==> config.mk <==
export PLATFORM = sky130hd
export DESIGN_NAME = scalar_kalman_filter_core
export DESIGN_NICKNAME = d
export VERILOG_FILES = /design/src/rtl/skf_pkg.sv /design/src/rtl/skf_divider.sv /design/src/rtl/skf_mult.sv /design/src/rtl/scalar_kalman_filter_core.sv
export SDC_FILE = /design/constraint.sdc
export NUM_CORES = 2
export LEC_CHECK = 0
export BUFFER_PORTS_ARGS = -buffer_cell sky130_fd_sc_hd__buf_2
export CORE_MARGIN = 2
export CORE_UTILIZATION = 35
export DETAILED_ROUTE_END_ITERATION = 7
export PLACE_DENSITY = 0.53
export RECOVER_POWER = 50
export SLEW_MARGIN = 20
export SYNTH_ARGS = -nofsm -noshare
export SYNTH_HDL_FRONTEND = slang
export SYNTH_SLANG_ARGS = --single-unit
==> constraint.sdc <==
create_clock -name aclk -period 17.35 [get_ports aclk]
set_input_delay 3.47 -clock aclk [delete_from_list [all_inputs] [get_ports aclk]]
set_output_delay 3.47 -clock aclk [all_outputs]
set_load 0.02 [all_outputs]
==> src/rtl/skf_pkg.sv <==
// Shared types and constants for the scalar Kalman filter core.
// No dependencies; used by skf_divider, skf_mult and scalar_kalman_filter_core.
`default_nettype none

package skf_pkg;

    // Fraction bits of estimates, variances and noise values (Q16.16 by default).
    localparam int FRAC_BITS = 16;
    // The gain is always Q1.16 (unsigned, 17 bits), so 1.0 is 2^16.
    localparam int GAIN_BITS = 16;

    localparam int DATA_W = 32;
    localparam int GAIN_W = GAIN_BITS + 1;
    localparam int DEN_W  = DATA_W + 1;
    localparam int REM_W  = DEN_W + 1;

    // Multiplier operand and product widths.
    localparam int MUL_A_W = GAIN_W + 1;
    localparam int MUL_B_W = DATA_W + 2;
    localparam int MUL_P_W = MUL_A_W + MUL_B_W;

    // Rounded estimate step width after dropping the gain fraction.
    localparam int DELTA_W = MUL_P_W - GAIN_BITS;

    // One quotient bit per divider step.
    localparam int DIV_STEPS = GAIN_W;
    localparam int DIV_CNT_W = $clog2(DIV_STEPS + 1);

    localparam logic [GAIN_W-1:0] GAIN_ONE = GAIN_W'(1) << GAIN_BITS;
    localparam logic [DATA_W-1:0] VALUE_ONE = DATA_W'(1) << FRAC_BITS;

    // Configuration register indexes.
    localparam int CFG_IDX_W = 2;
    localparam logic [CFG_IDX_W-1:0] CFG_INIT_ESTIMATE   = 2'd0;
    localparam logic [CFG_IDX_W-1:0] CFG_INIT_VARIANCE   = 2'd1;
    localparam logic [CFG_IDX_W-1:0] CFG_MEAS_NOISE      = 2'd2;
    localparam logic [CFG_IDX_W-1:0] CFG_PROC_NOISE      = 2'd3;

    // Request from the sequencer to the gain divider.
    typedef struct packed {
        logic              start;
        logic [DATA_W-1:0] dividend;
        logic [DEN_W-1:0]  divisor;
    } div_req_t;

    // Answer from the gain divider.
    typedef struct packed {
        logic              done;
        logic [GAIN_W-1:0] quotient;
    } div_rsp_t;

    typedef enum logic [9:0] {
        ST_IDLE    = 10'b00_0000_0001,
        ST_PRED    = 10'b00_0000_0010,
        ST_DENOM   = 10'b00_0000_0100,
        ST_DIV     = 10'b00_0000_1000,
        ST_MUL_EST = 10'b00_0001_0000,
        ST_RND     = 10'b00_0010_0000,
        ST_SAT     = 10'b00_0100_0000,
        ST_MUL_VAR = 10'b00_1000_0000,
        ST_VAR     = 10'b01_0000_0000,
        ST_DONE    = 10'b10_0000_0000
    } state_t;

endpackage

`default_nettype wire

==> src/rtl/skf_divider.sv <==
// Restoring divider that forms the Kalman gain, one quotient bit per cycle.
// Depends on skf_pkg for widths and the request/answer structs.
`default_nettype none

module skf_divider (
    input  wire logic              aclk,
    input  wire logic              aresetn,
    input  wire skf_pkg::div_req_t req,
    output skf_pkg::div_rsp_t      rsp
);

    logic [skf_pkg::REM_W-1:0]     rem_reg, rem_next;
    logic [skf_pkg::GAIN_W-1:0]    quot_reg, quot_next;
    logic [skf_pkg::DIV_CNT_W-1:0] cnt_reg, cnt_next;
    logic                          done_reg, done_next;

    logic [skf_pkg::REM_W:0]       diff;
    logic                          q_bit;
    logic [skf_pkg::DEN_W-1:0]     kept;

    // The dividend is pp * 2^16 and pp never exceeds the divisor, so the
    // first step compares pp itself and later steps shift in zeros.
    always_comb begin
        diff      = {1'b0, rem_reg} - {2'b00, req.divisor};
        q_bit     = ~diff[skf_pkg::REM_W];
        kept      = q_bit ? diff[skf_pkg::DEN_W-1:0] : rem_reg[skf_pkg::DEN_W-1:0];
        rem_next  = rem_reg;
        quot_next = quot_reg;
        cnt_next  = cnt_reg;
        done_next = 1'b0;
        if (req.start) begin
            rem_next  = {2'b00, req.dividend};
            quot_next = '0;
            cnt_next  = skf_pkg::DIV_CNT_W'(skf_pkg::DIV_STEPS);
        end else if (cnt_reg != '0) begin
            rem_next  = {kept, 1'b0};
            quot_next = {quot_reg[skf_pkg::GAIN_W-2:0], q_bit};
            cnt_next  = cnt_reg - 1'b1;
            done_next = (cnt_reg == skf_pkg::DIV_CNT_W'(1));
        end
    end

    always_ff @(posedge aclk) begin
        if (!aresetn) begin
            cnt_reg  <= '0;
            done_reg <= 1'b0;
        end else begin
            cnt_reg  <= cnt_next;
            done_reg <= done_next;
        end
        rem_reg  <= rem_next;
        quot_reg <= quot_next;
    end

    assign rsp.done     = done_reg;
    assign rsp.quotient = quot_reg;

endmodule

`default_nettype wire

==> src/rtl/skf_mult.sv <==
// Shared signed multiplier with a registered product, used for both the
// estimate and the variance update. Depends on skf_pkg for widths.
`default_nettype none

module skf_mult (
    input  wire logic                               aclk,
    input  wire logic signed [skf_pkg::MUL_A_W-1:0] op_a,
    input  wire logic signed [skf_pkg::MUL_B_W-1:0] op_b,
    output logic signed [skf_pkg::MUL_P_W-1:0]      product
);

    logic signed [skf_pkg::MUL_P_W-1:0] prod_reg, prod_next;

    always_comb begin
        prod_next = skf_pkg::MUL_P_W'(op_a) * skf_pkg::MUL_P_W'(op_b);
    end

    always_ff @(posedge aclk) begin
        prod_reg <= prod_next;
    end

    assign product = prod_reg;

endmodule

`default_nettype wire

==> src/rtl/scalar_kalman_filter_core.sv <==
// Top level of the scalar Kalman filter core: sequencer, state and ports.
// Depends on skf_pkg, skf_divider and skf_mult.
//
//  Channel   Direction  Handshake            Content
//  s_        in         s_tvalid / s_tready  measurement (signed Q16.16)
//  m_        out        m_tvalid / m_tready  estimate, variance, gain; tuser flag
//  cfg_      in         cfg_wr_en only       register index and write data
//
// Each measurement passes from acceptance to the result register through a
// predict step, a denominator step, the bit-serial gain divider (17 quotient
// bits at one per cycle, then the quotient is handed over), and the estimate
// multiply, rounding, saturation, variance multiply and variance update, which
// share one multiplier. A zero denominator skips the divider and multiplier.
// s_tready is high only while the sequencer is idle.
// The result register holds a finished transaction while m_tready is low, so
// a new measurement is taken meanwhile; the next result waits for it.
// Reset is synchronous and active low; it restores the estimate to 0 and the
// variance and measurement noise to 1.0, and process noise to 0.
`default_nettype none

module scalar_kalman_filter_core (
    input  wire logic                              aclk,
    input  wire logic                              aresetn,

    input  wire logic                              s_tvalid,
    output logic                                   s_tready,
    // [31:0] measurement
    input  wire logic [31:0]                       s_tdata,

    output logic                                   m_tvalid,
    input  wire logic                              m_tready,
    // [31:0] estimate, [63:32] variance, [80:64] gain, [87:81] zero fill
    output logic [87:0]                            m_tdata,
    // [0] zero_denominator
    output logic                                   m_tuser,

    input  wire logic                              cfg_wr_en,
    input  wire logic [skf_pkg::CFG_IDX_W-1:0]     cfg_index,
    input  wire logic [skf_pkg::DATA_W-1:0]        cfg_wdata
);

    localparam int DW = skf_pkg::DATA_W;
    localparam int SUM_W = DW + 5;

    skf_pkg::state_t state_reg, state_next;

    // Filter state and noise settings.
    logic signed [DW-1:0] est_reg, est_next;
    logic [DW-1:0]        var_reg, var_next;
    logic [DW-1:0]        rnoise_reg, rnoise_next;
    logic [DW-1:0]        qnoise_reg, qnoise_next;

    // Per-transaction working registers.
    logic signed [DW-1:0]                meas_reg, meas_next;
    logic signed [DW:0]                  innov_reg, innov_next;
    logic [DW-1:0]                       pp_reg, pp_next;
    logic [skf_pkg::DEN_W-1:0]           den_reg, den_next;
    logic [skf_pkg::GAIN_W-1:0]          gain_reg, gain_next;
    logic                                zd_reg, zd_next;
    logic signed [skf_pkg::DELTA_W-1:0]  delta_reg, delta_next;

    // Output register.
    logic                        m_valid_reg, m_valid_next;
    logic [DW-1:0]               m_est_reg, m_est_next;
    logic [DW-1:0]               m_var_reg, m_var_next;
    logic [skf_pkg::GAIN_W-1:0]  m_gain_reg, m_gain_next;
    logic                        m_zd_reg, m_zd_next;

    skf_pkg::div_req_t div_req;
    skf_pkg::div_rsp_t div_rsp;

    logic signed [skf_pkg::MUL_A_W-1:0] mul_a;
    logic signed [skf_pkg::MUL_B_W-1:0] mul_b;
    logic signed [skf_pkg::MUL_P_W-1:0] mul_p;

    logic [DW:0]               pred_sum;
    logic [skf_pkg::DEN_W-1:0] den_sum;
    logic signed [skf_pkg::MUL_P_W-1:0] rounded;
    logic signed [SUM_W-1:0]   est_sum;
    logic                      in_fire;
    logic                      out_free;

    skf_divider u_divider (
        .aclk    (aclk),
        .aresetn (aresetn),
        .req     (div_req),
        .rsp     (div_rsp)
    );

    skf_mult u_mult (
        .aclk    (aclk),
        .op_a    (mul_a),
        .op_b    (mul_b),
        .product (mul_p)
    );

    assign in_fire  = s_tvalid && s_tready;
    assign out_free = !m_valid_reg || m_tready;

    // The divider reads the denominator from its register during every step.
    assign div_req.start    = (state_reg == skf_pkg::ST_DENOM) && (den_sum != '0);
    assign div_req.dividend = pp_reg;
    assign div_req.divisor  = den_reg;

    // The shared multiplier forms gain * innovation first, then
    // (1 - gain) * predicted variance; the product is registered.
    always_comb begin
        if (state_reg == skf_pkg::ST_MUL_EST) begin
            mul_a = {1'b0, gain_reg};
            mul_b = skf_pkg::MUL_B_W'(innov_reg);
        end else begin
            mul_a = {1'b0, skf_pkg::GAIN_ONE - gain_reg};
            mul_b = {2'b00, pp_reg};
        end
    end

    always_comb begin
        pred_sum = {1'b0, var_reg} + {1'b0, qnoise_reg};
        den_sum  = {1'b0, pp_reg} + {1'b0, rnoise_reg};
        // Round half up before dropping the gain fraction.
        rounded  = mul_p + skf_pkg::MUL_P_W'(1 << (skf_pkg::GAIN_BITS - 1));
        est_sum  = SUM_W'(est_reg) + SUM_W'(delta_reg);
    end

    always_comb begin
        state_next   = state_reg;
        est_next     = est_reg;
        var_next     = var_reg;
        rnoise_next  = rnoise_reg;
        qnoise_next  = qnoise_reg;
        meas_next    = meas_reg;
        innov_next   = innov_reg;
        pp_next      = pp_reg;
        den_next     = den_reg;
        gain_next    = gain_reg;
        zd_next      = zd_reg;
        delta_next   = delta_reg;
        m_valid_next = m_valid_reg;
        m_est_next   = m_est_reg;
        m_var_next   = m_var_reg;
        m_gain_next  = m_gain_reg;
        m_zd_next    = m_zd_reg;

        if (m_valid_reg && m_tready) begin
            m_valid_next = 1'b0;
        end

        // Configuration writes are to arrive only while the block is idle; the user must ensure it, the block does not.
        if (cfg_wr_en) begin
            unique case (cfg_index)
                skf_pkg::CFG_INIT_ESTIMATE: est_next    = cfg_wdata;
                skf_pkg::CFG_INIT_VARIANCE: var_next    = cfg_wdata;
                skf_pkg::CFG_MEAS_NOISE:    rnoise_next = cfg_wdata;
                skf_pkg::CFG_PROC_NOISE:    qnoise_next = cfg_wdata;
                default:                    ;
            endcase
        end

        unique case (state_reg)
            skf_pkg::ST_IDLE: begin
                if (in_fire) begin
                    meas_next  = s_tdata;
                    state_next = skf_pkg::ST_PRED;
                end
            end
            skf_pkg::ST_PRED: begin
                // Predicted variance saturates at all ones.
                pp_next    = pred_sum[DW] ? '1 : pred_sum[DW-1:0];
                innov_next = (DW+1)'(meas_reg) - (DW+1)'(est_reg);
                state_next = skf_pkg::ST_DENOM;
            end
            skf_pkg::ST_DENOM: begin
                den_next = den_sum;
                if (den_sum == '0) begin
                    // Zero denominator: keep the state and flag the result.
                    gain_next  = '0;
                    zd_next    = 1'b1;
                    state_next = skf_pkg::ST_DONE;
                end else begin
                    zd_next    = 1'b0;
                    state_next = skf_pkg::ST_DIV;
                end
            end
            skf_pkg::ST_DIV: begin
                if (div_rsp.done) begin
                    gain_next  = div_rsp.quotient;
                    state_next = skf_pkg::ST_MUL_EST;
                end
            end
            skf_pkg::ST_MUL_EST: begin
                state_next = skf_pkg::ST_RND;
            end
            skf_pkg::ST_RND: begin
                delta_next = rounded[skf_pkg::MUL_P_W-1:skf_pkg::GAIN_BITS];
                state_next = skf_pkg::ST_SAT;
            end
            skf_pkg::ST_SAT: begin
                // Saturate the updated estimate to the signed 32-bit range.
                if (est_sum[SUM_W-1] && !(&est_sum[SUM_W-2:DW-1])) begin
                    est_next = {1'b1, {(DW-1){1'b0}}};
                end else if (!est_sum[SUM_W-1] && (|est_sum[SUM_W-2:DW-1])) begin
                    est_next = {1'b0, {(DW-1){1'b1}}};
                end else begin
                    est_next = est_sum[DW-1:0];
                end
                state_next = skf_pkg::ST_MUL_VAR;
            end
            skf_pkg::ST_MUL_VAR: begin
                state_next = skf_pkg::ST_VAR;
            end
            skf_pkg::ST_VAR: begin
                var_next   = mul_p[skf_pkg::GAIN_BITS +: DW];
                state_next = skf_pkg::ST_DONE;
            end
            skf_pkg::ST_DONE: begin
                // Wait here only if the previous result has not been taken.
                if (out_free) begin
                    m_valid_next = 1'b1;
                    m_est_next   = est_reg;
                    m_var_next   = var_reg;
                    m_gain_next  = gain_reg;
                    m_zd_next    = zd_reg;
                    state_next   = skf_pkg::ST_IDLE;
                end
            end
            default: begin
                state_next = skf_pkg::ST_IDLE;
            end
        endcase
    end

    always_ff @(posedge aclk) begin
        if (!aresetn) begin
            state_reg   <= skf_pkg::ST_IDLE;
            est_reg     <= '0;
            var_reg     <= skf_pkg::VALUE_ONE;
            rnoise_reg  <= skf_pkg::VALUE_ONE;
            qnoise_reg  <= '0;
            m_valid_reg <= 1'b0;
        end else begin
            state_reg   <= state_next;
            est_reg     <= est_next;
            var_reg     <= var_next;
            rnoise_reg  <= rnoise_next;
            qnoise_reg  <= qnoise_next;
            m_valid_reg <= m_valid_next;
        end
        meas_reg   <= meas_next;
        innov_reg  <= innov_next;
        pp_reg     <= pp_next;
        den_reg    <= den_next;
        gain_reg   <= gain_next;
        zd_reg     <= zd_next;
        delta_reg  <= delta_next;
        m_est_reg  <= m_est_next;
        m_var_reg  <= m_var_next;
        m_gain_reg <= m_gain_next;
        m_zd_reg   <= m_zd_next;
    end

    assign s_tready = (state_reg == skf_pkg::ST_IDLE);
    assign m_tvalid = m_valid_reg;
    assign m_tdata  = {7'b0, m_gain_reg, m_var_reg, m_est_reg};
    assign m_tuser  = m_zd_reg;

endmodule

`default_nettype wire

==> flow_summary.json <==
{
  "synth_xor_area_frac": 0.0448,
  "fin_nets": 5872,
  "worstPathRequired_ns": 17.92,
  "synth_top_family_by_area": "adder cells",
  "ant_nets": 0,
  "drc": 0,
  "slew_violations": 387,
  "layout-drive-gt1-share": 0.0681,
  "syn-cell-area_um2": 45800,
  "yosys_warnings": 0,
  "synthAdderAreaFrac": 0.316,
  "cts-root-buf": "clkbuf_16",
  "path_max_fanout": 34,
  "relSlewSlack": -1.64,
  "cts_tree": "done",
  "core_um2": 130000,
  "dr.pass1.iters": 6,
  "drt_iter0_drc": 2964,
  "start_kind": "flop",
  "largest_register_ffs": 37,
  "synthMuxAreaShare": 0.0261,
  "fp.dieW_um": 366,
  "rows": 132,
  "detail_route.vias_per_cell": 5.16,
  "synth_edf_count": 298,
  "grt_pass1_vias": 34900,
  "synth_compound_area_frac": 0.111,
  "status": "finished, violations left",
  "synth-simple-area-share": 0.140,
  "holdBufCountCts": 0,
  "cts_resized": 0,
  "dpl_cell_area_um2": 48600,
  "setup_viol": 0,
  "cpMostUsedCell": "fa_1",
  "finalWirelength_um": 148000,
  "synth_area_per_cell_um2": 9.34,
  "area_delta_synth_final_pct": 10.4,
  "ys_seq_area_frac": 0.283,
  "overflow": 0,
  "ys_seq_elements": 499,
  "clockBufferDepth": 3,
  "rsz0062_at_grt": "false",
  "max_clock_freq_ghz": 0.0949,
  "vias": 34900,
  "hold_class": "flop to flop",
  "cp_slowest_stage_delay_ns": 1.63,
  "end_kind": "flop",
  "io_buffers": 154,
  "violations": "max-capacitance violations, max-slew violations",
  "nFillCells": 13000,
  "path_class": "flop to flop",
  "path_delay_family": "adder cells",
  "p_leak_uw": 0.0229,
  "cts_buffers": 58,
  "hold_ws_ns": 0.421,
  "clkTransAtPathRegs_ns": 0.06,
  "start_util": 0.353,
  "fp.dieArea_um2": 134000,
  "slowest_stage": "clkbuf_1",
  "power_density_nw_per_um2": 109,
  "grt_pass1_wl_um": 222000,
  "syn_inst": 4900,
  "finalInstanceArea_um2": 50500,
  "pin_count": 162,
  "gp_congestion": 0.926,
  "irDropWorstVdd_mv": 0.104,
  "wl_per_cell_um": 21.8,
  "async_flop_share": 0,
  "clock_skew_ns": 0.0389,
  "fin_util": 0.390,
  "die_h_um": 366,
  "tightest_slew_ns": 3.96,
  "post-cts-setup-buffer-count": 0,
  "fin_crit_sh": 0.607,
  "fin_setup_tns_ns": 0,
  "clock-sinks": 499,
  "maxCapViolCount": 9,
  "dp_hpwl_um": 117000,
  "synth-main-ff-cell": "edfxtp_1",
  "antenna_found_initial": 9,
  "grt_max_degree": 75,
  "cp.arrival_ns": 11.11,
  "finalHoldViolations": 0,
  "clock_latency_ns": 0.68,
  "h-tree-depth": 2,
  "synth_cell_types": 77,
  "path_buf_inv": 7,
  "grt_use_total": 0.223,
  "fin_crit_ns": 10.53
}
[synthesized netlist by cell type (26+ instances only)]
library cell | n | area, um2
mux2_2 | 31 | 349
ha_1 | 288 | 3600
dfxtp_1 | 201 | 4020
a211oi_1 | 51 | 383
xnor2_1 | 145 | 1270
inv_1 | 743 | 2790
and3_1 | 36 | 225
fa_1 | 543 | 10900
o21ai_0 | 140 | 701
edfxtp_1 | 298 | 8950
xor2_1 | 89 | 780
nor2_1 | 358 | 1340
a221oi_1 | 32 | 280
clkbuf_1 | 172 | 646
and2_1 | 48 | 300
nor3_1 | 43 | 215
nand2_1 | 750 | 2820
nor2b_1 | 44 | 275
a21o_1 | 107 | 803
nand3_1 | 58 | 290
a31oi_1 | 26 | 163
nand2b_1 | 32 | 200
mux2i_1 | 82 | 821
o21a_1 | 36 | 270
a21oi_1 | 297 | 1490
[final timing paths]
check              start                 end  slack, ns  depth (start not counted)
max          gain_reg[0]  u_mult.product[50]       6.82                         29
min reg2reg       zd_reg             m_tuser       0.42                          0
min               zd_reg             m_tuser       0.42                          0
max reg2reg  gain_reg[0]  u_mult.product[50]       6.82                         29
[routing by layer]
| metal | GRT usage | share of wire | vias to the layer above |
|---|---|---|---|
| li1 | - | - | 16100 |
| met1 | 0.313 | 0.45 | 17500 |
| met2 | 0.358 | 0.46 | 1021 |
| met3 | 0.0288 | 0.058 | 212 |
| met4 | 0.0682 | 0.033 | 4 |
| met5 | 0 | 0.00018 | - |
[cell families after synthesis]
family                   after synthesis
multiplexers                         115
adder cells (fa/ha/maj)              831
XOR/XNOR                             234
buffers and inverters                942
flip-flops                           499
AND/OR/NAND/NOR                     1471
AO/OA/AOI/OAI                        807
other                                  1
[cell usage in the layout, fill, tap and decap left out, types with 138 or more instances in the layout]
master	netlist	layout
nand2_1	750	749
ha_1	288	288
a21oi_1	297	297
edfxtp_1	298	298
fa_1	543	543
dfxtp_1	201	201
xnor2_1	145	138
inv_1	743	743
buf_2	4	139
o21ai_0	140	139
nor2_1	358	357
[metrics by stage]
step	power, uW	setup WS [ns]	instances
after global routing	5850	6.21	6762
after detailed placement	4190	7.97	6651
after floorplan	3400	8.89	4906
after global placement	4180	7.90	6651
final	5480	6.82	6764
after CTS	5510	7.90	6761
[power by group]
part / switching (uW) / leakage, uW / internal (uW) / total, uW
sequential: 190 / 0.00437 / 1500 / 1690
combinational: 1480 / 0.0175 / 1020 / 2500
clock: 538 / 0.000986 / 757 / 1300
total: 2210 / 0.0229 / 3270 / 5480
[area by class of cell]
class,instances,area [um2],share of cell area
Clock inverter,24,279,0.00552
Clock buffer,86,1730,0.0343
Inverter,744,2790,0.0553
Multi-Input combinational cell,3465,29400,0.583
Tap cell,1742,2180,0.0431
Timing Repair Buffer,202,1110,0.0220
Antenna cell,2,5.00,0.0000991
Sequential cell,499,13000,0.257
(Power assumes the default switching activity.)
